## config.mk

```make
export PLATFORM = sky130hd
export DESIGN_NAME = lsrc_interp
export DESIGN_NICKNAME = d
export VERILOG_FILES = /design/src/rtl/core/lsrc_pkg.sv /design/src/rtl/core/lsrc_interp.sv
export SDC_FILE = /design/constraint.sdc
export NUM_CORES = 2
export LEC_CHECK = 0
export CAP_MARGIN = 10
export CORE_ASPECT_RATIO = 0.5
export CORE_MARGIN = 3
export CORE_UTILIZATION = 50
export CTS_CLUSTER_SIZE = 24
export DETAILED_ROUTE_END_ITERATION = 10
export DONT_BUFFER_PORTS = 1
export PLACE_DENSITY = 0.68
export SYNTH_ARGS = -nofsm -noshare
export SYNTH_HDL_FRONTEND = slang
export SYNTH_SLANG_ARGS = --single-unit
```

## constraint.sdc

```tcl
create_clock -name clk -period 3.8 [get_ports clk]
set_input_delay 1.14 -clock clk [delete_from_list [all_inputs] [get_ports clk]]
set_output_delay 1.14 -clock clk [all_outputs]
set_load 0.01 [all_outputs]
```

## src/rtl/core/lsrc_pkg.sv

```systemverilog
// Shared types, constants and datapath functions for the line segment clipper.
// No dependencies; every other file of the clipper imports this package.
`default_nettype none

package lsrc_pkg;

    // Fixed-point formats
    localparam int COORD_FRAC_BITS = 4;
    localparam int PARAM_FRAC_BITS = 16;
    localparam int CW              = 16;                 // coordinate width
    localparam int DW              = CW + 1;             // difference width
    localparam int RW              = DW + 1;             // divider remainder width
    localparam int QW              = PARAM_FRAC_BITS + 1; // quotient magnitude bits
    localparam int TW              = PARAM_FRAC_BITS + 2; // signed t width
    localparam int PIX_W           = 12;
    localparam int PW              = TW + DW;            // product width
    localparam int NUM_W           = PW + 1;             // interpolation sum width
    localparam int SHIFT           = PARAM_FRAC_BITS + COORD_FRAC_BITS;
    localparam int LANES           = 4;
    localparam int CFG_IDX_W       = 3;

    // Pipeline depth: two setup stages, divider, finalize, two narrow, three interp
    localparam int PIPE_LATENCY    = 2 + QW + 6;

    // Boundary lanes
    localparam int B_LEFT   = 0;
    localparam int B_RIGHT  = 1;
    localparam int B_TOP    = 2;
    localparam int B_BOTTOM = 3;

    // Register indexes
    localparam logic [CFG_IDX_W-1:0] REG_LEFT   = CFG_IDX_W'(0);
    localparam logic [CFG_IDX_W-1:0] REG_TOP    = CFG_IDX_W'(1);
    localparam logic [CFG_IDX_W-1:0] REG_RIGHT  = CFG_IDX_W'(2);
    localparam logic [CFG_IDX_W-1:0] REG_BOTTOM = CFG_IDX_W'(3);

    localparam logic signed [CW-1:0] EDGE_LOW_RESET  = '0;
    localparam logic signed [CW-1:0] EDGE_HIGH_RESET = {1'b0, {(CW-1){1'b1}}};

    // Line parameter constants
    localparam logic signed [TW-1:0] T_ZERO  = '0;
    localparam logic signed [TW-1:0] T_ONE   = TW'(1) <<< PARAM_FRAC_BITS;
    localparam logic signed [TW-1:0] T_MAX   = T_ONE + TW'(1);
    localparam logic signed [TW-1:0] T_NEG   = '1;
    localparam logic [TW-1:0]        T_MAX_U = TW'(T_MAX);

    localparam logic signed [NUM_W-1:0] ROUND_BIAS = NUM_W'((64'sd1 <<< SHIFT) - 64'sd1);

    typedef struct packed {
        logic signed [CW-1:0] start_x;
        logic signed [CW-1:0] start_y;
        logic signed [CW-1:0] end_x;
        logic signed [CW-1:0] end_y;
    } in_t;

    typedef struct packed {
        logic                    visible;
        logic signed [PIX_W-1:0] clipped_start_x;
        logic signed [PIX_W-1:0] clipped_start_y;
        logic signed [PIX_W-1:0] clipped_end_x;
        logic signed [PIX_W-1:0] clipped_end_y;
    } out_t;

    typedef struct packed {
        logic signed [CW-1:0] left;
        logic signed [CW-1:0] top;
        logic signed [CW-1:0] right;
        logic signed [CW-1:0] bottom;
    } clip_t;

    // Segment data that rides alongside the divider
    typedef struct packed {
        logic signed [CW-1:0] x0;
        logic signed [CW-1:0] y0;
        logic signed [DW-1:0] dx;
        logic signed [DW-1:0] dy;
    } side_t;

    // One boundary lane inside the divider
    typedef struct packed {
        logic [RW-1:0] rem;
        logic [DW-1:0] dvs;
        logic [QW-1:0] quo;
        logic          neg;
        logic          ovf;
        logic          pzero;
        logic          qneg;
        logic          pneg;
    } div_lane_t;

    typedef struct packed {
        logic signed [TW-1:0] t;
        logic                 pzero;
        logic                 qneg;
        logic                 pneg;
    } tval_t;

    typedef struct packed {
        logic                 vis;
        logic signed [TW-1:0] t0;
        logic signed [TW-1:0] t1;
    } nstate_t;

    // One restoring division step; the first step also flags quotient overflow
    function automatic div_lane_t div_step(input div_lane_t a, input logic first);
        div_lane_t     r;
        logic [RW-1:0] trial;
        logic [RW-1:0] dext;
        r     = a;
        dext  = {1'b0, a.dvs};
        trial = first ? a.rem : {a.rem[RW-2:0], 1'b0};
        if (first) begin
            r.ovf = (a.rem >= {a.dvs, 1'b0});
        end
        if (trial >= dext) begin
            r.rem = trial - dext;
            r.quo = {a.quo[QW-2:0], 1'b1};
        end else begin
            r.rem = trial;
            r.quo = {a.quo[QW-2:0], 1'b0};
        end
        return r;
    endfunction

    // Signed, saturated t from quotient magnitude and sign
    function automatic tval_t finalize(input div_lane_t a);
        tval_t         r;
        logic [TW-1:0] qext;
        qext    = TW'(a.quo);
        r.pzero = a.pzero;
        r.qneg  = a.qneg;
        r.pneg  = a.pneg;
        if (a.neg) begin
            r.t = (a.quo == '0 && !a.ovf) ? T_ZERO : T_NEG;
        end else if (a.ovf || qext > T_MAX_U) begin
            r.t = T_MAX;
        end else begin
            r.t = $signed(qext);
        end
        return r;
    endfunction

    // Narrow entry/exit parameters against one boundary
    function automatic nstate_t narrow_step(input nstate_t s, input tval_t v);
        nstate_t r;
        r = s;
        if (s.vis) begin
            if (v.pzero) begin
                if (v.qneg) begin
                    r.vis = 1'b0;
                end
            end else if (v.pneg) begin
                if (v.t > s.t1) begin
                    r.vis = 1'b0;
                end else if (v.t > s.t0) begin
                    r.t0 = v.t;
                end
            end else begin
                if (v.t < s.t0) begin
                    r.vis = 1'b0;
                end else if (v.t < s.t1) begin
                    r.t1 = v.t;
                end
            end
        end
        return r;
    endfunction

    // Whole pixel, truncated toward zero
    function automatic logic signed [PIX_W-1:0] pixel(input logic signed [NUM_W-1:0] num);
        logic signed [NUM_W-1:0] adj;
        adj = num + (num[NUM_W-1] ? ROUND_BIAS : '0);
        return PIX_W'(adj >>> SHIFT);
    endfunction

endpackage

`default_nettype wire

```

## src/rtl/core/lsrc_interp.sv

```systemverilog
// Endpoint interpolation: multiply, sum, truncate to pixels into the result register.
// Depends on lsrc_pkg.
`default_nettype none

module lsrc_interp (
    input  wire logic              clk,
    input  wire logic              rst_n,
    input  wire logic              in_valid,
    input  wire lsrc_pkg::nstate_t in_state,
    input  wire lsrc_pkg::side_t   in_side,
    output logic                   done,
    output lsrc_pkg::out_t         result
);
    import lsrc_pkg::*;

    logic                            m_valid_reg;
    logic                            m_vis_reg;
    logic signed [CW-1:0]            m_x0_reg;
    logic signed [CW-1:0]            m_y0_reg;
    logic signed [LANES-1:0][PW-1:0] m_prod_reg;
    logic signed [LANES-1:0][PW-1:0] m_prod_next;
    logic signed [TW-1:0]            t0_u;
    logic signed [TW-1:0]            t1_u;

    logic                               s_valid_reg;
    logic                               s_vis_reg;
    logic signed [LANES-1:0][NUM_W-1:0] s_num_reg;
    logic signed [LANES-1:0][NUM_W-1:0] s_num_next;

    logic done_reg;
    out_t result_reg;
    out_t result_next;

    // Stage M: t times delta; t0 and t1 lie in [0, 1.0] here
    always_comb
    begin
        t0_u = $signed({1'b0, in_state.t0[QW-1:0]});
        t1_u = $signed({1'b0, in_state.t1[QW-1:0]});
        m_prod_next[0] = PW'(t0_u * in_side.dx);
        m_prod_next[1] = PW'(t0_u * in_side.dy);
        m_prod_next[2] = PW'(t1_u * in_side.dx);
        m_prod_next[3] = PW'(t1_u * in_side.dy);
    end

    // Stage S: start coordinate scaled to the parameter format plus product
    always_comb
    begin
        s_num_next[0] = (NUM_W'(m_x0_reg) <<< PARAM_FRAC_BITS) +
                        NUM_W'($signed(m_prod_reg[0]));
        s_num_next[1] = (NUM_W'(m_y0_reg) <<< PARAM_FRAC_BITS) +
                        NUM_W'($signed(m_prod_reg[1]));
        s_num_next[2] = (NUM_W'(m_x0_reg) <<< PARAM_FRAC_BITS) +
                        NUM_W'($signed(m_prod_reg[2]));
        s_num_next[3] = (NUM_W'(m_y0_reg) <<< PARAM_FRAC_BITS) +
                        NUM_W'($signed(m_prod_reg[3]));
    end

    // Stage O: truncate toward zero; rejected segments read all zero
    always_comb
    begin
        result_next.visible         = s_vis_reg;
        result_next.clipped_start_x = s_vis_reg ? pixel(s_num_reg[0]) : '0;
        result_next.clipped_start_y = s_vis_reg ? pixel(s_num_reg[1]) : '0;
        result_next.clipped_end_x   = s_vis_reg ? pixel(s_num_reg[2]) : '0;
        result_next.clipped_end_y   = s_vis_reg ? pixel(s_num_reg[3]) : '0;
    end

    always_ff @(posedge clk or negedge rst_n)
    begin
        if (!rst_n) begin
            m_valid_reg <= 1'b0;
            s_valid_reg <= 1'b0;
            done_reg    <= 1'b0;
        end else begin
            m_valid_reg <= in_valid;
            s_valid_reg <= m_valid_reg;
            done_reg    <= s_valid_reg;
        end
    end

    always_ff @(posedge clk)
    begin
        m_vis_reg  <= in_state.vis;
        m_x0_reg   <= in_side.x0;
        m_y0_reg   <= in_side.y0;
        m_prod_reg <= m_prod_next;
        s_vis_reg  <= m_vis_reg;
        s_num_reg  <= s_num_next;
        result_reg <= result_next;
    end

    assign done   = done_reg;
    assign result = result_reg;

endmodule

`default_nettype wire

```

## Yosys cells after proc, flatten, opt, wreduce, memory -nomap -nowiden

Cells that the tools add are included.

| operators by class | value |
|---|---|
| add/sub/neg operators | 8 |
| multiplexer cells | 4 |
| $mul | 4 |

Operators by type and width:

| cell | count |
|---|---|
| adder 32 x 35 -> 36 bit | 4 |
| multiplier 18 x 17 -> 35 bit | 4 |
| adder 32 x 20 -> 32 bit | 4 |
| two-way mux 20 bit | 4 |

| storage, ports and cells | value |
|---|---|
| input port bits | 106 |
| bits in registers | 370 |
| logic and storage cells | 36 |
| output and inout bits | 50 |

## Logic depth before layout (Yosys ltp)

| depth | value |
|---|---|
| depth after elaboration | 2 |
| depth in mapped cells | 25 |
| gate-level depth less buffers | 23 |

## Worst setup path before layout

OpenSTA, ideal clock, no wires.

| timing path | value |
|---|---|
| path type | input to register |
| start | input port in_side[8] in the netlist's numbering |
| end | register m_prod_reg[137] in the netlist's numbering |
| path slack | -3.055 ns |
| setup time | 0.072 ns |
| data required time | 3.728 ns |
| arrival time | 6.782 ns |
| path buffers | 2 |
| stages on the path | 21 |
| path through | clkbuf_1 clkbuf_1 nand2_1 fa_1 inv_1 fa_1 fa_1 fa_1 fa_1 inv_1 fa_1 inv_1 ha_1 a21oi_1 nor2_1 a2111oi_4 a211oi_1 or4b_1 a31o_1 a21oi_2 xnor2_1 |

RTL lines:

| what | RTL line | text |
|---|---|---|
| start: declaration | lsrc_interp.sv:10 | `input wire lsrc_pkg::side_t in_side,` |
| end signal: assignment | lsrc_interp.sv:86 | `m_prod_reg <= m_prod_next;` |
| end: declaration | lsrc_interp.sv:20 | `logic signed [LANES-1:0][PW-1:0] m_prod_reg;` |

==> qor.txt <==
I/O pin total - 156
Most common cell in the netlist - inv_1
Post-Route Utilization - 59.9%
Routed wire length - 143 mm
CTS Root Cell - clkbuf_16
PortBufs - 0
Max Clock Skew - 0.0679 ns
CP endpoint kind - flop
Clock Pin Slew Worst Setup and Hold Paths - 0.06 ns
WL per Instance - 19.6 microns
Drt pass-1 iters - 6
EDFF count, synth - 0
Placed cell area - 57100 sq um
R2R Setup Slk - 0.31 ns
Area Growth Syn to Fin - 17.0%
Worst hold path class - input port to asynchronous set/reset pin
Die area - 108000 sq um
Pins Over Slew Limit - 0
Clock sink total - 358
Post-synth cell types - 78
Crit path to - m_prod_reg[137]$_DFF_P_
Final hold viol count - 0
Worst-Skew Late Latency - 0.61 ns
Main synth FF type - dfxtp_1
Cells on worst reg2reg path - 10
H-tree level count - 2
Die X-Extent - 462 microns
Top cell type's share of synthesized area - 34.6%
Max reg flops - 140
Maxcap violations - 0
Cell Area, Synth - 52000 sq um
Synth Area per Inst - 9.23 sq um
Layout cells sized above 1 - 18.0%
1st-iter DRT viols - 2052
Largest net degree at the start of global routing - 51
Top cells by instance count after synthesis - inv_1 (1114), fa_1 (900), ha_1 (664), nand2_1 (633), and2_1 (613)
Tcrit/Tclk final - 160%
Status - finished with violations
Starting Density - 51.2%
Overall Global Routing Usage - 26.8%
Vias - 38.7k
Post-DRT Antenna Nets - 0
Grt total ovfl - 0
RSZ-0062 raised after global routing - yes
Total CTS buffers - 37
Yosys warnings - 0
Vias per std cell - 5.29
Die Height - 234 microns
GP Congestion - 0.918
Worst setup margin - -2.28 ns
TritonCTS clock tree - built
Synth area leaders - fa_1 (35%), ha_1 (16%), dfxtp_1 (14%)
Worst-Margin Slew - 1.05 ns
Min Clock Period, post-route - 6.08 ns
Critical path origin - in_side[6]
NumNets Final - 7551
Post-synthesis register bit count - 358
Clk buf depth - 3
Share of flip-flops with an asynchronous set or reset - 0.838%
Failing checks - setup timing
Initial antenna violation count - 11
Setup crit start kind - input port
Slew Limit Headroom - 28.1%
Core ar. - 102000 sq um
Hpwl dp - 109 mm
Number of cell rows - 82
First-pass GRT wire length - 226 mm
FF-to-FF End - result[47]$_SDFF_PN0_
Arr. time, crit path - 6.59 ns
Mapped Cells - 5638
Biggest area consumer among synthesized cells - fa_1
Endpoints failing setup - 109
Peak Freq - 165 MHz
Reg2Reg Launch Point - s_num_reg[35]$_DFF_P_
Sequential fraction of the synthesis area - 13.8%
Syn nets - 7308
Vias in the first global route - 41.7k
DR DRC count - 0
Crit Path Max Fanout - 34
Design area - 60900 sq um
Worst Path Required - 4.31 ns
Crit Path Category - input port to flop
-- worst max-delay path: stages --
cell and delay (ns):
and2_1 0.16, fa_1 0.53, inv_2 0.04, fa_1 0.48
fa_1 0.52, inv_1 0.05, fa_1 0.46, fa_1 0.49
inv_1 0.05, fa_1 0.52, inv_2 0.06, ha_4 0.23
a21o_1 0.20, a2111oi_4 0.44, a211oi_2 0.15, or4b_4 0.51
a31o_1 0.21, a21oi_2 0.16, xnor2_1 0.14
-- cells in the final DEF, fill, tap and decap left out, drive strengths merged, types with 42 or more instances in the layout --
cell | Yosys | final
inv | 1114 | 1120
fa | 900 | 900
ha | 664 | 664
nand2 | 634 | 634
and2 | 613 | 613
buf | 3 | 433
dfxtp | 355 | 355
a21oi | 170 | 170
xnor2 | 151 | 151
nor2 | 149 | 149
o21ai | 100 | 100
a21o | 89 | 89
xor2 | 57 | 57
nand2b | 50 | 50
clkbuf | 226 | 46
nand3 | 42 | 42
-- cells by family (layout without fill, tap and decap cells) --
group / count (synthesis) / count (layout) / share of synthesized area (%)
XOR/XNOR: 208 / 208 / 3.50
buffers and inverters: 1343 / 1615 / 9.70
multiplexers: 3 / 3 / 0.0577
adder cells (fa/ha/maj): 1564 / 1564 / 50.6
other: 0 / 18 / 0
AO/OA/AOI/OAI: 527 / 527 / 6.53
AND/OR/NAND/NOR: 1635 / 1635 / 15.8
flip-flops: 358 / 358 / 13.8
-- metal layers --
metal,global-route usage [%],wire (microns),vias to the layer above
met4,5.74,2920,6
li1,-,-,17700
met3,9.62,15800,222
met1,36.5,62800,19400
met5,2.11,270,-
met2,41.1,61200,1317
-- layout make-up --
class,count,area (sq um)
timing repair buffer,433,3600
antenna,18,45.0
tap,1386,1730
clock buffer,46,1030
fill,8478,40800
clock inverter,22,289
inverter,1114,4190
sequential,358,7180
multi-input combinational,3937,42800
-- per-stage QoR --
stage | hold WS, ns | instances | setup TNS (ns) | worst slack, ns
global route | 0.214 | 7309 | -183.24 | -2.31
detailed placement | 0.312 | 7173 | -240.97 | -2.97
floorplan | 0.310 | 5638 | -206.60 | -2.62
CTS | 0.218 | 7272 | -162.15 | -2.18
global placement | 0.310 | 7173 | -234.99 | -2.92
finish | 0.256 | 7314 | -169.74 | -2.28
-- how the worst min path moves through the flow --
stage,from,slack [ns],to,cells past startpoint
finish,rst_n,0.26,s_valid_reg$_DFF_PN0_,0
global route,rst_n,0.21,done$_DFF_PN0_,0
CTS,rst_n,0.22,s_valid_reg$_DFF_PN0_,0
detailed placement,m_prod_reg[37]$_DFF_P_,0.31,s_num_reg[38]$_DFF_P_,0
global placement,m_prod_reg[35]$_DFF_P_,0.31,s_num_reg[36]$_DFF_P_,0
floorplan,m_prod_reg[0]$_DFF_P_,0.31,s_num_reg[0]$_DFF_P_,0
-- timing repair --
item | in CTS | in global routing
setup endpoints to repair | 109 | 111
hold buffers | 0 | 0
setup buffers | 46 | 50
pin swaps | 182 | 169
resized for setup | 273 | 199
Power is not shown: default switching activity piles up to over one toggle a cycle in this logic, so the estimate is an artifact.
