`src/rtl/core/lsrc_pkg.sv`:
```
// Shared types, constants and datapath functions for the line segment clipper.
// No dependencies; every other file of the clipper imports this package.
`default_nettype none

package lsrc_pkg;

    // Fixed-point formats
    localparam int COORD_FRAC_BITS = 4;
    localparam int PARAM_FRAC_BITS = 16;
    localparam int CW              = 16;                 // coordinate width
    localparam int DW              = CW + 1;             // difference width
    localparam int RW              = DW + 1;             // divider remainder width
    localparam int QW              = PARAM_FRAC_BITS + 1; // quotient magnitude bits
    localparam int TW              = PARAM_FRAC_BITS + 2; // signed t width
    localparam int PIX_W           = 12;
    localparam int PW              = TW + DW;            // product width
    localparam int NUM_W           = PW + 1;             // interpolation sum width
    localparam int SHIFT           = PARAM_FRAC_BITS + COORD_FRAC_BITS;
    localparam int LANES           = 4;
    localparam int CFG_IDX_W       = 3;

    // Pipeline depth: two setup stages, divider, finalize, two narrow, three interp
    localparam int PIPE_LATENCY    = 2 + QW + 6;

    // Boundary lanes
    localparam int B_LEFT   = 0;
    localparam int B_RIGHT  = 1;
    localparam int B_TOP    = 2;
    localparam int B_BOTTOM = 3;

    // Register indexes
    localparam logic [CFG_IDX_W-1:0] REG_LEFT   = CFG_IDX_W'(0);
    localparam logic [CFG_IDX_W-1:0] REG_TOP    = CFG_IDX_W'(1);
    localparam logic [CFG_IDX_W-1:0] REG_RIGHT  = CFG_IDX_W'(2);
    localparam logic [CFG_IDX_W-1:0] REG_BOTTOM = CFG_IDX_W'(3);

    localparam logic signed [CW-1:0] EDGE_LOW_RESET  = '0;
    localparam logic signed [CW-1:0] EDGE_HIGH_RESET = {1'b0, {(CW-1){1'b1}}};

    // Line parameter constants
    localparam logic signed [TW-1:0] T_ZERO  = '0;
    localparam logic signed [TW-1:0] T_ONE   = TW'(1) <<< PARAM_FRAC_BITS;
    localparam logic signed [TW-1:0] T_MAX   = T_ONE + TW'(1);
    localparam logic signed [TW-1:0] T_NEG   = '1;
    localparam logic [TW-1:0]        T_MAX_U = TW'(T_MAX);

    localparam logic signed [NUM_W-1:0] ROUND_BIAS = NUM_W'((64'sd1 <<< SHIFT) - 64'sd1);

    typedef struct packed {
        logic signed [CW-1:0] start_x;
        logic signed [CW-1:0] start_y;
        logic signed [CW-1:0] end_x;
        logic signed [CW-1:0] end_y;
    } in_t;

    typedef struct packed {
        logic                    visible;
        logic signed [PIX_W-1:0] clipped_start_x;
        logic signed [PIX_W-1:0] clipped_start_y;
        logic signed [PIX_W-1:0] clipped_end_x;
        logic signed [PIX_W-1:0] clipped_end_y;
    } out_t;

    typedef struct packed {
        logic signed [CW-1:0] left;
        logic signed [CW-1:0] top;
        logic signed [CW-1:0] right;
        logic signed [CW-1:0] bottom;
    } clip_t;

    // Segment data that rides alongside the divider
    typedef struct packed {
        logic signed [CW-1:0] x0;
        logic signed [CW-1:0] y0;
        logic signed [DW-1:0] dx;
        logic signed [DW-1:0] dy;
    } side_t;

    // One boundary lane inside the divider
    typedef struct packed {
        logic [RW-1:0] rem;
        logic [DW-1:0] dvs;
        logic [QW-1:0] quo;
        logic          neg;
        logic          ovf;
        logic          pzero;
        logic          qneg;
        logic          pneg;
    } div_lane_t;

    typedef struct packed {
        logic signed [TW-1:0] t;
        logic                 pzero;
        logic                 qneg;
        logic                 pneg;
    } tval_t;

    typedef struct packed {
        logic                 vis;
        logic signed [TW-1:0] t0;
        logic signed [TW-1:0] t1;
    } nstate_t;

    // One restoring division step; the first step also flags quotient overflow
    function automatic div_lane_t div_step(input div_lane_t a, input logic first);
        div_lane_t     r;
        logic [RW-1:0] trial;
        logic [RW-1:0] dext;
        r     = a;
        dext  = {1'b0, a.dvs};
        trial = first ? a.rem : {a.rem[RW-2:0], 1'b0};
        if (first) begin
            r.ovf = (a.rem >= {a.dvs, 1'b0});
        end
        if (trial >= dext) begin
            r.rem = trial - dext;
            r.quo = {a.quo[QW-2:0], 1'b1};
        end else begin
            r.rem = trial;
            r.quo = {a.quo[QW-2:0], 1'b0};
        end
        return r;
    endfunction

    // Signed, saturated t from quotient magnitude and sign
    function automatic tval_t finalize(input div_lane_t a);
        tval_t         r;
        logic [TW-1:0] qext;
        qext    = TW'(a.quo);
        r.pzero = a.pzero;
        r.qneg  = a.qneg;
        r.pneg  = a.pneg;
        if (a.neg) begin
            r.t = (a.quo == '0 && !a.ovf) ? T_ZERO : T_NEG;
        end else if (a.ovf || qext > T_MAX_U) begin
            r.t = T_MAX;
        end else begin
            r.t = $signed(qext);
        end
        return r;
    endfunction

    // Narrow entry/exit parameters against one boundary
    function automatic nstate_t narrow_step(input nstate_t s, input tval_t v);
        nstate_t r;
        r = s;
        if (s.vis) begin
            if (v.pzero) begin
                if (v.qneg) begin
                    r.vis = 1'b0;
                end
            end else if (v.pneg) begin
                if (v.t > s.t1) begin
                    r.vis = 1'b0;
                end else if (v.t > s.t0) begin
                    r.t0 = v.t;
                end
            end else begin
                if (v.t < s.t0) begin
                    r.vis = 1'b0;
                end else if (v.t < s.t1) begin
                    r.t1 = v.t;
                end
            end
        end
        return r;
    endfunction

    // Whole pixel, truncated toward zero
    function automatic logic signed [PIX_W-1:0] pixel(input logic signed [NUM_W-1:0] num);
        logic signed [NUM_W-1:0] adj;
        adj = num + (num[NUM_W-1] ? ROUND_BIAS : '0);
        return PIX_W'(adj >>> SHIFT);
    endfunction

endpackage

`default_nettype wire

```
`src/rtl/core/lsrc_narrow.sv`:
```
// Saturates the four t values, then narrows entry/exit over two stages.
// Depends on lsrc_pkg.
`default_nettype none

module lsrc_narrow (
    input  wire logic                                clk,
    input  wire logic                                rst_n,
    input  wire logic                                in_valid,
    input  wire lsrc_pkg::div_lane_t [lsrc_pkg::LANES-1:0] in_lanes,
    input  wire lsrc_pkg::side_t                     in_side,
    output logic                                     out_valid,
    output lsrc_pkg::nstate_t                        out_state,
    output lsrc_pkg::side_t                          out_side
);
    import lsrc_pkg::*;

    logic              f_valid_reg;
    tval_t [LANES-1:0] f_tv_reg;
    tval_t [LANES-1:0] f_tv_next;
    side_t             f_side_reg;

    logic              n1_valid_reg;
    nstate_t           n1_state_reg;
    nstate_t           n1_state_next;
    tval_t [1:0]       n1_tv_reg;
    side_t             n1_side_reg;

    logic              n2_valid_reg;
    nstate_t           n2_state_reg;
    nstate_t           n2_state_next;
    side_t             n2_side_reg;

    nstate_t           init_state;

    // Stage F: signed, saturated t per boundary
    always_comb
    begin
        for (int l = 0; l < LANES; l++) begin
            f_tv_next[l] = finalize(in_lanes[l]);
        end
    end

    // Stages N1 and N2: left/right, then top/bottom, in that order
    always_comb
    begin
        init_state.vis = 1'b1;
        init_state.t0  = T_ZERO;
        init_state.t1  = T_ONE;
        n1_state_next  = narrow_step(narrow_step(init_state, f_tv_reg[B_LEFT]),
                                     f_tv_reg[B_RIGHT]);
        n2_state_next  = narrow_step(narrow_step(n1_state_reg, n1_tv_reg[0]),
                                     n1_tv_reg[1]);
    end

    always_ff @(posedge clk or negedge rst_n)
    begin
        if (!rst_n) begin
            f_valid_reg  <= 1'b0;
            n1_valid_reg <= 1'b0;
            n2_valid_reg <= 1'b0;
        end else begin
            f_valid_reg  <= in_valid;
            n1_valid_reg <= f_valid_reg;
            n2_valid_reg <= n1_valid_reg;
        end
    end

    always_ff @(posedge clk)
    begin
        f_tv_reg     <= f_tv_next;
        f_side_reg   <= in_side;
        n1_state_reg <= n1_state_next;
        n1_tv_reg[0] <= f_tv_reg[B_TOP];
        n1_tv_reg[1] <= f_tv_reg[B_BOTTOM];
        n1_side_reg  <= f_side_reg;
        n2_state_reg <= n2_state_next;
        n2_side_reg  <= n1_side_reg;
    end

    assign out_valid = n2_valid_reg;
    assign out_state = n2_state_reg;
    assign out_side  = n2_side_reg;

endmodule

`default_nettype wire

```
`config.mk`:
```
export PLATFORM = sky130hd
export DESIGN_NAME = lsrc_narrow
export DESIGN_NICKNAME = d
export VERILOG_FILES = /design/src/rtl/core/lsrc_pkg.sv /design/src/rtl/core/lsrc_narrow.sv
export SDC_FILE = /design/constraint.sdc
export NUM_CORES = 1
export LEC_CHECK = 0
export ABC_AREA = 1
export BUFFER_PORTS_ARGS = -buffer_cell sky130_fd_sc_hd__buf_2
export CELL_PAD_IN_SITES_DETAIL_PLACEMENT = 2
export CELL_PAD_IN_SITES_GLOBAL_PLACEMENT = 2
export CORE_MARGIN = 5
export CORE_UTILIZATION = 33
export DETAILED_ROUTE_END_ITERATION = 12
export GPL_ROUTABILITY_DRIVEN = 0
export HOLD_SLACK_MARGIN = 0.02
export PLACE_DENSITY_LB_ADDON = 0.1
export RECOVER_POWER = 100
export SLEW_MARGIN = 20
export SYNTH_ARGS = -nofsm -noshare
export SYNTH_HDL_FRONTEND = slang
export SYNTH_SLANG_ARGS = --single-unit
```
`constraint.sdc`:
```
create_clock -name clk -period 7.6 [get_ports clk]
set_input_delay 1.52 -clock clk [delete_from_list [all_inputs] [get_ports clk]]
set_output_delay 1.52 -clock clk [all_outputs]
set_load 0.005 [all_outputs]
```
-- Yosys cells after proc, flatten, opt, wreduce, memory -nomap -nowiden
Cells that the tools add are included.
- bits of input ports: 297
- word-level logic and storage cells: 144
- output and inout port bits: 104
- register bits after elaboration: 401
- reductions and logical operators: 16
- magnitude comparators: 20
- muxes and demuxes: 63
- operator list (kind ; count):
    18-bit two-way mux ; 32
    36-bit two-way mux ; 6
    18-bit greater-than comparator ; 6
    18-bit less-than comparator ; 6
    17-bit greater-than comparator (second input constant) ; 4
    17-bit logical NOT ; 4
    17-bit two-way mux ; 4
    37-bit two-way mux ; 1
    1-bit two-way mux ; 20
    18-bit by 1-bit greater-than comparator with 1-bit output (second input constant) ; 1
    18-bit greater-than comparator (second input constant) ; 1
    18-bit by 1-bit less-than comparator with 1-bit output (second input constant) ; 1
    18-bit less-than comparator (second input constant) ; 1
    1-bit logical AND ; 4
    1-bit logical NOT ; 4
    1-bit logical OR ; 4

-- Logic depth before layout (Yosys ltp)
Gate-level depths: netlist (run 1).
- depth in word-level cells: 12
- depth in mapped cells: 33

-- Least setup slack after synthesis (run 1)
Ideal clock, no wire load.
- kind: reg2reg
- start: register n1_state_reg[33] in the netlist's numbering
- end: register n2_state_reg (netlist bit out_state[10])
- setup slack: 4.082 ns
- library setup time: 0.112 ns
- stages on the path, launching flop included: 30
- data required time: 7.488 ns
- path buffers: 2
- data arrival time: 3.406 ns
- path through: dfxtp_1 -> inv_1 -> ha_1 -> nand2_1 -> inv_1 -> o21ai_0 -> nand2_1 -> nor2_1 -> nand2_1 -> nand2_1 -> and2_2 -> nand3_4 -> buf_4 -> o21ai_0 -> inv_1 -> ha_1 -> nand2_1 -> inv_2 -> nand3_1 -> nor2_1 -> o211ai_1 -> nand4_1 -> nand2_2 -> nor2_2 -> nand2_2 -> nor2_8 -> nand2_4 -> buf_6 -> nand2_1 -> nand2_1
- RTL lines (what ; line ; RTL):
    start, declared ; lsrc_narrow.sv:23 ; nstate_t n1_state_reg;
    start signal, assigned ; lsrc_narrow.sv:72 ; n1_state_reg <= n1_state_next;
    end signal, assigned ; lsrc_narrow.sv:76 ; n2_state_reg <= n2_state_next;
    end, declared ; lsrc_narrow.sv:29 ; nstate_t n2_state_reg;

==> results of run 1 <==
-- how the worst max path moves through the flow --
stage,endpoint,cells after the start
after floorplan,out_state[10],29
after global placement,out_state[19],21
after detailed placement,out_state[26],22
after CTS,out_state[19],22
after global routing,out_state[15],28
final,out_state[1],29
-- Yosys cell counts, types with 3 or more instances --
master / count / share of area
nor3_1: 13 / 0.0047
nor4_1: 12 / 0.0054
o21ai_1: 24 / 0.0086
nand3b_1: 5 / 0.0027
nand3_1: 62 / 0.022
clkbuf_1: 17 / 0.0046
buf_2: 9 / 0.0032
a21oi_1: 42 / 0.015
dfxtp_1: 398 / 0.57
nand4_1: 40 / 0.018
nand2_2: 6 / 0.0027
nand2_1: 309 / 0.083
ha_1: 107 / 0.096
buf_4: 5 / 0.0027
a21o_1: 4 / 0.0022
inv_1: 170 / 0.046
nor2_2: 6 / 0.0027
o211ai_1: 3 / 0.0016
o31ai_1: 39 / 0.021
nor2_1: 57 / 0.015
o21ai_0: 91 / 0.033
buf_12: 4 / 0.0057
o41ai_1: 5 / 0.0031
dfrtp_1: 3 / 0.0054
nand3_4: 3 / 0.0038
-- kinds of logic after synthesis --
group | synth area share
simple gates | 0.172
fa+ha+maj | 0.0961
flops | 0.577
compound gates | 0.0887
other cells | 0.000269
buf+inv | 0.0652
-- metal layers --
metal	up-vias	GRT usage	share of wire	routed length [um]
li1	5349	-	-	-
met2	163	0.324	0.53	21300
met5	-	0	0	0
met3	44	0.0310	0.035	1400
met4	0	0.0414	0.018	743
met1	5049	0.204	0.42	17000
-- power by group --
part / total, W / internal, W / switching, W
Sequential: 0.00229 / 0.00223 / 0.0000662
Combinational: 0.000376 / 0.000141 / 0.000234
Clock: 0.00196 / 0.00115 / 0.000810
Total: 0.00462 / 0.00351 / 0.00111
-- critical path: cells and delay by family (launching register included) --
kind,cells,cell delay (ns)
adders and majority gates,2,0.61
and+or+nand+nor,21,3.44
buffers and inverters,4,0.31
DFF,1,0.31
AOI/OAI and AO/OA,2,0.91
-- stage by stage --
stage               cell area [sq um]  std cells   util
floorplan                       13900       1459      -
global placement                15700       2224  0.375
detailed placement              15700       2224  0.375
CTS                             17000       2297  0.407
global route                    16900       2299  0.403
finish                          16900       2299  0.403
-- cell type report --
cell class / count / area (sq um) / share of cell area
flip-flops and latches: 401 / 8040 / 0.477
multi-input cells: 848 / 4950 / 0.293
repair buffers: 265 / 1220 / 0.0724
clock buffers: 60 / 1210 / 0.0717
well taps: 539 / 674 / 0.0400
inverters: 172 / 646 / 0.0383
clock inverters: 13 / 133 / 0.00786
diodes: 1 / 2.50 / 0.000148
==> metrics.txt, run 1 <==
drt total wl=40.4 mm; pwr dens=274 nW/um^2; critical path arrival=6.15 ns; Hold Buf Count CTS=0; final layout net count=~2,100; worst-path fanout max=36; Worst R2R Path Depth=29; commonest non-fill, non-tap cells in the layout=398 x dfxtp_1, 311 x nand2_1, 170 x inv_1, 170 x buf_2, 107 x ha_1; final setup fails=0; max FFs per register=84; Final Hold Fails=0; hold endpoint=n1_side_reg[35]; Design Power=between 0.004 and 0.005 W; synthesized area=between 10,000 and 15,000 sq um; failing checks=max-capacitance violations, max-slew violations; Post-CTS Setup Bufs=0; #FFs+latches synth=401; worst ir drop on vdd=0.199 mV; routed vias/inst=4.61; H-Tree Depth=2; HPWL Detailed=32.5 mm; Iter 0 DRT Violations=~390; CTS buffer count=42; die area=46,400 sq um; largest net degree at the start of global routing=39; Die H=215 um; crit end category=register; fmax=0.174 GHz; CP most frequent cell=nand2_1; final setup margin=1.86 ns; Routed Antenna Nets=0; number of flops mapped to enable cells by yosys=0; Final min period=5.74 ns; root buffer cell=clkbuf_16; period utilization=0.755; worst-margin pin slew=1.97 ns; max_cap viols=1; synthesized area per cell=9.55 sq um; initial core utilization=0.333; core area=roughly 42,000 sq um; worst hold path type=register to register; area delta synth->final=21.2%; ys flop type=dfxtp_1; Worst slew margin=-0.319; Filler Cell Count=4,622; setup slack, reg-to-reg=1.86 ns; async set-reset flop share out of synthesis=0.00748; RR Startpoint=n1_state_reg[23]; post-DR wirelength/cell=17.6 um; IO Count=401; overflow left after global routing=0; # rows=75; Resized cells post-CTS=0; Hold Startpoint=f_side_reg[35]; Fin Hold WS=0.324 ns; CTS clk-pin slew, worst paths=0.06 ns; GR Util All Layers=0.173; Syn. warnings=0; Worst Clk Skew=0.0155 ns; vias in the first global route=11,800; number of remaining DRC errors=0; global-route wire length before repair=64.4 mm; TritonCTS clock tree=built; IO Port Bufs=260; R2R Path End=out_state[1]; crit start category=register; share of layout cells above drive strength 1=0.146; count of pins over their slew limit=35; CP startpoint=n1_state_reg[23]; register area share after synthesis=0.577; commonest non-fill, non-tap cell in the layout=dfxtp_1; Synth Instances=1,459; antenna violations before repair=1; leak pwr=7.94 nW; first-pass iteration count of the detailed router=4; required time worst endpoint=8.02 ns; Die Wd=215 um; library cells used by synthesis=45; WHS Path Cells=0; run status=complete, but fails checks; clk buf depth=3; syn nets=around 1,900; Worst path slowest cell=nand3_1; crit path kind=register to register; max incr delay on CP=0.90 ns; clk_lat worst skew=around 0.55 ns; vias post-DR=around 11,000; RSZ-0062 raised after global routing=no; clock sinks=401; setup TNS=0 ns; worst slack, placed=2.54 ns
Power figures use the tool's default switching activity.
==> run 2, diff against run 1 <==
- ABC_AREA: 1 -> 0
- CORE_UTILIZATION: 33 -> 29
- clock period: 7.6 -> 5.1 ns (I/O delays scaled with it)
==> run 2 against run 1 <==
Compared with the run above:
- the flow now finishes without violations
- first-iteration DRC count is 51% lower
- combinational power is 24% higher
- worst hold slack worse by 0.033 ns
- fmax is 22% higher
- sequential share of layout area is 1.3 points higher
- sequential power is 48% higher
- register-to-register slack worse by 1.5 ns
- critical path depth is 14 lower
- critical path type unchanged
==> metrics.txt, run 2 <==
Final Hold Fails=0; Filler Cell Count=4,732; worst-path fanout max=18; Post-Layout Inst Area=16,400 sq um; Syn. warnings=0; number of remaining DRC errors=0; critical path arrival=5.13 ns; commonest non-fill, non-tap cells in the layout=398 x dfxtp_1, 173 x buf_2, 107 x ha_1, 99 x mux2i_1, 96 x clkbuf_1; ys flop type=dfxtp_1; largest net degree at the start of global routing=19; # rows=77; GR Util All Layers=0.145; first-pass iteration count of the detailed router=4; area delta synth->final=26.3%; max_cap viols=0; syn nets=1,471; Routed Antenna Nets=0; crit start category=register; Worst slew margin=0.445; clk_lat worst skew=roughly 0.55 ns; IO Port Bufs=260; Post-CTS Setup Bufs=0; clock sinks=approximately 400; synthesized area per cell=12.2 sq um; fmax=0.212 GHz; synthesized area=13,000 sq um; worst-margin pin slew=0.832 ns; pwr dens=between 400 and 500 nW/um^2; commonest non-fill, non-tap cell in the layout=dfxtp_1; Synth Instances=1,067; max incr delay on CP=0.59 ns; Die Wd=222 um; final layout net count=1,767; routed vias/inst=4.39; max FFs per register=84; H-Tree Depth=2; Yosys top cell area share=0.613; vias in the first global route=~9,800; initial core utilization=0.293; Storage cell area=between 8000 and 9000 sq um; worst hold path type=primary input to asynchronous set/reset pin; global-route wire length before repair=about 56 mm; run status=completed; Worst path slowest cell=and3_1; placed cell areas=between 15,000 and 20,000 sq um; Buf/Inv on CP=1; number of flops mapped to enable cells by yosys=0; worst path cell trace=nor4_1 > and4_1 > xnor2_1 > and3_1 > nand2_1 > ha_1 > nand4_1 > nor2_1 > o21ai_0 > o2111a_1 > o211ai_1 > nand3b_1 > or4_1 > clkbuf_2 > mux2_1; worst ir drop on vdd=0.350 mV; vias post-DR=8,718; Hold Buf Count CTS=0; #FFs+latches synth=401; CTS clk-pin slew, worst paths=0.06 ns; count of pins over their slew limit=0; Iter 0 DRT Violations=192; register area share after synthesis=0.618; clk buf depth=3; IO Count=401; share of layout cells above drive strength 1=0.193; crit path kind=register to register; async set-reset flop share out of synthesis=0.00748; core area=44,300 sq um; Post-synth top cells=398 x dfxtp_1, 107 x ha_1, 100 x mux2i_1, 82 x inv_1, 73 x a21o_1; die area=49,200 sq um; CP top delay family=simple AND/OR/NAND/NOR gates; period utilization=0.925; Resized cells post-CTS=0; final setup fails=0; library cells used by synthesis=57; Fin Hold WS=0.291 ns; RSZ-0062 raised after global routing=no; Final min period=4.72 ns; area of the multi-input gates=4570 sq um; CTS buffer count=42; Worst Clk Skew=0.0166 ns; leak pwr=7.68 nW; required time worst endpoint=5.52 ns; TritonCTS clock tree=built; count leader, synth=dfxtp_1; post-DR wirelength/cell=18.3 um; drt total wl=~36 mm; Synth area leaders=dfxtp_1 61%, ha_1 10%, mux2i_1 7.7%, a21o_1 4.2%, inv_1 2.4%; Synth area leader=dfxtp_1; Die H=roughly 220 um; setup TNS=0 ns; overflow left after global routing=0; HPWL Detailed=between 20 and 30 mm; root buffer cell=clkbuf_16; antenna violations before repair=4; crit end category=register
[run 2: kinds of logic after synthesis]
logic type               Yosys count  synth area share
adder cells (fa/ha/maj)          111             0.106
AND/OR/NAND/NOR                  172            0.0693
XOR/XNOR                           1          0.000674
multiplexers                     106            0.0822
other                              1          0.000288
buffers and inverters            107            0.0332
AO/OA/AOI/OAI                    168            0.0900
flip-flops                       401             0.618
[run 2: metal layers]
metal,GRT usage,up-vias,routed length [um]
met2,0.257,151,18100
met4,0.0390,4,693
met5,0,-,28
li1,-,4314,-
met3,0.0368,49,1780
met1,0.176,4200,15800
[run 2: through the flow]
stage	utilization	worst slack (ns)	cells	total power, W
final	0.371	0.385	1988	0.00698
after global routing	0.371	0.0146	1988	0.00731
after CTS	0.373	0.135	1987	0.00713
after detailed placement	0.341	0.146	1911	0.00396
after global placement	0.341	0.200	1911	0.00394
after floorplan	-	0.780	1067	0.00369
[run 2: worst paths after layout]
kind                                    from              end  slack (ns)  cells past startpoint
worst min register to register  f_tv_reg[50]     n1_tv_reg[8]        0.31                      0
worst max register to register   f_tv_reg[6]  n1_state_reg[0]        0.38                     15
worst max-delay path             f_tv_reg[6]  n1_state_reg[0]        0.38                     15
min in group clk                f_tv_reg[50]     n1_tv_reg[8]        0.31                      0
max in group asynchronous              rst_n        out_valid        4.64                      1
worst min-delay path                   rst_n     n1_valid_reg        0.29                      1
[run 2: power by group]
group | total (W) | leakage (nW) | switching [W] | internal [W]
logic | 0.000467 | 3.62 | 0.000250 | 0.000216
clock network | 0.00311 | 0.697 | 0.00121 | 0.00190
registers | 0.00340 | 3.37 | 0.0000905 | 0.00331
[run 2: worst register-to-register path: cells and delay by family (launching register included)]
kind / cells / cell delay (ns)
AOI/OAI and AO/OA: 3 / 0.49
xor gates and xnor gates: 1 / 0.13
adders and majority gates: 1 / 0.33
buffers and inverters: 1 / 0.42
DFF: 1 / 0.35
muxes: 1 / 0.51
and+or+nand+nor: 8 / 2.35
[run 2: final cells by class]
type                    count  area share
clock inverters            18      0.0142
clock buffers              58      0.0732
flip-flops and latches    401       0.489
diodes                      1    0.000152
well taps                 592      0.0451
repair buffers            277      0.0813
multi-input cells         559       0.278
inverters                  82      0.0187
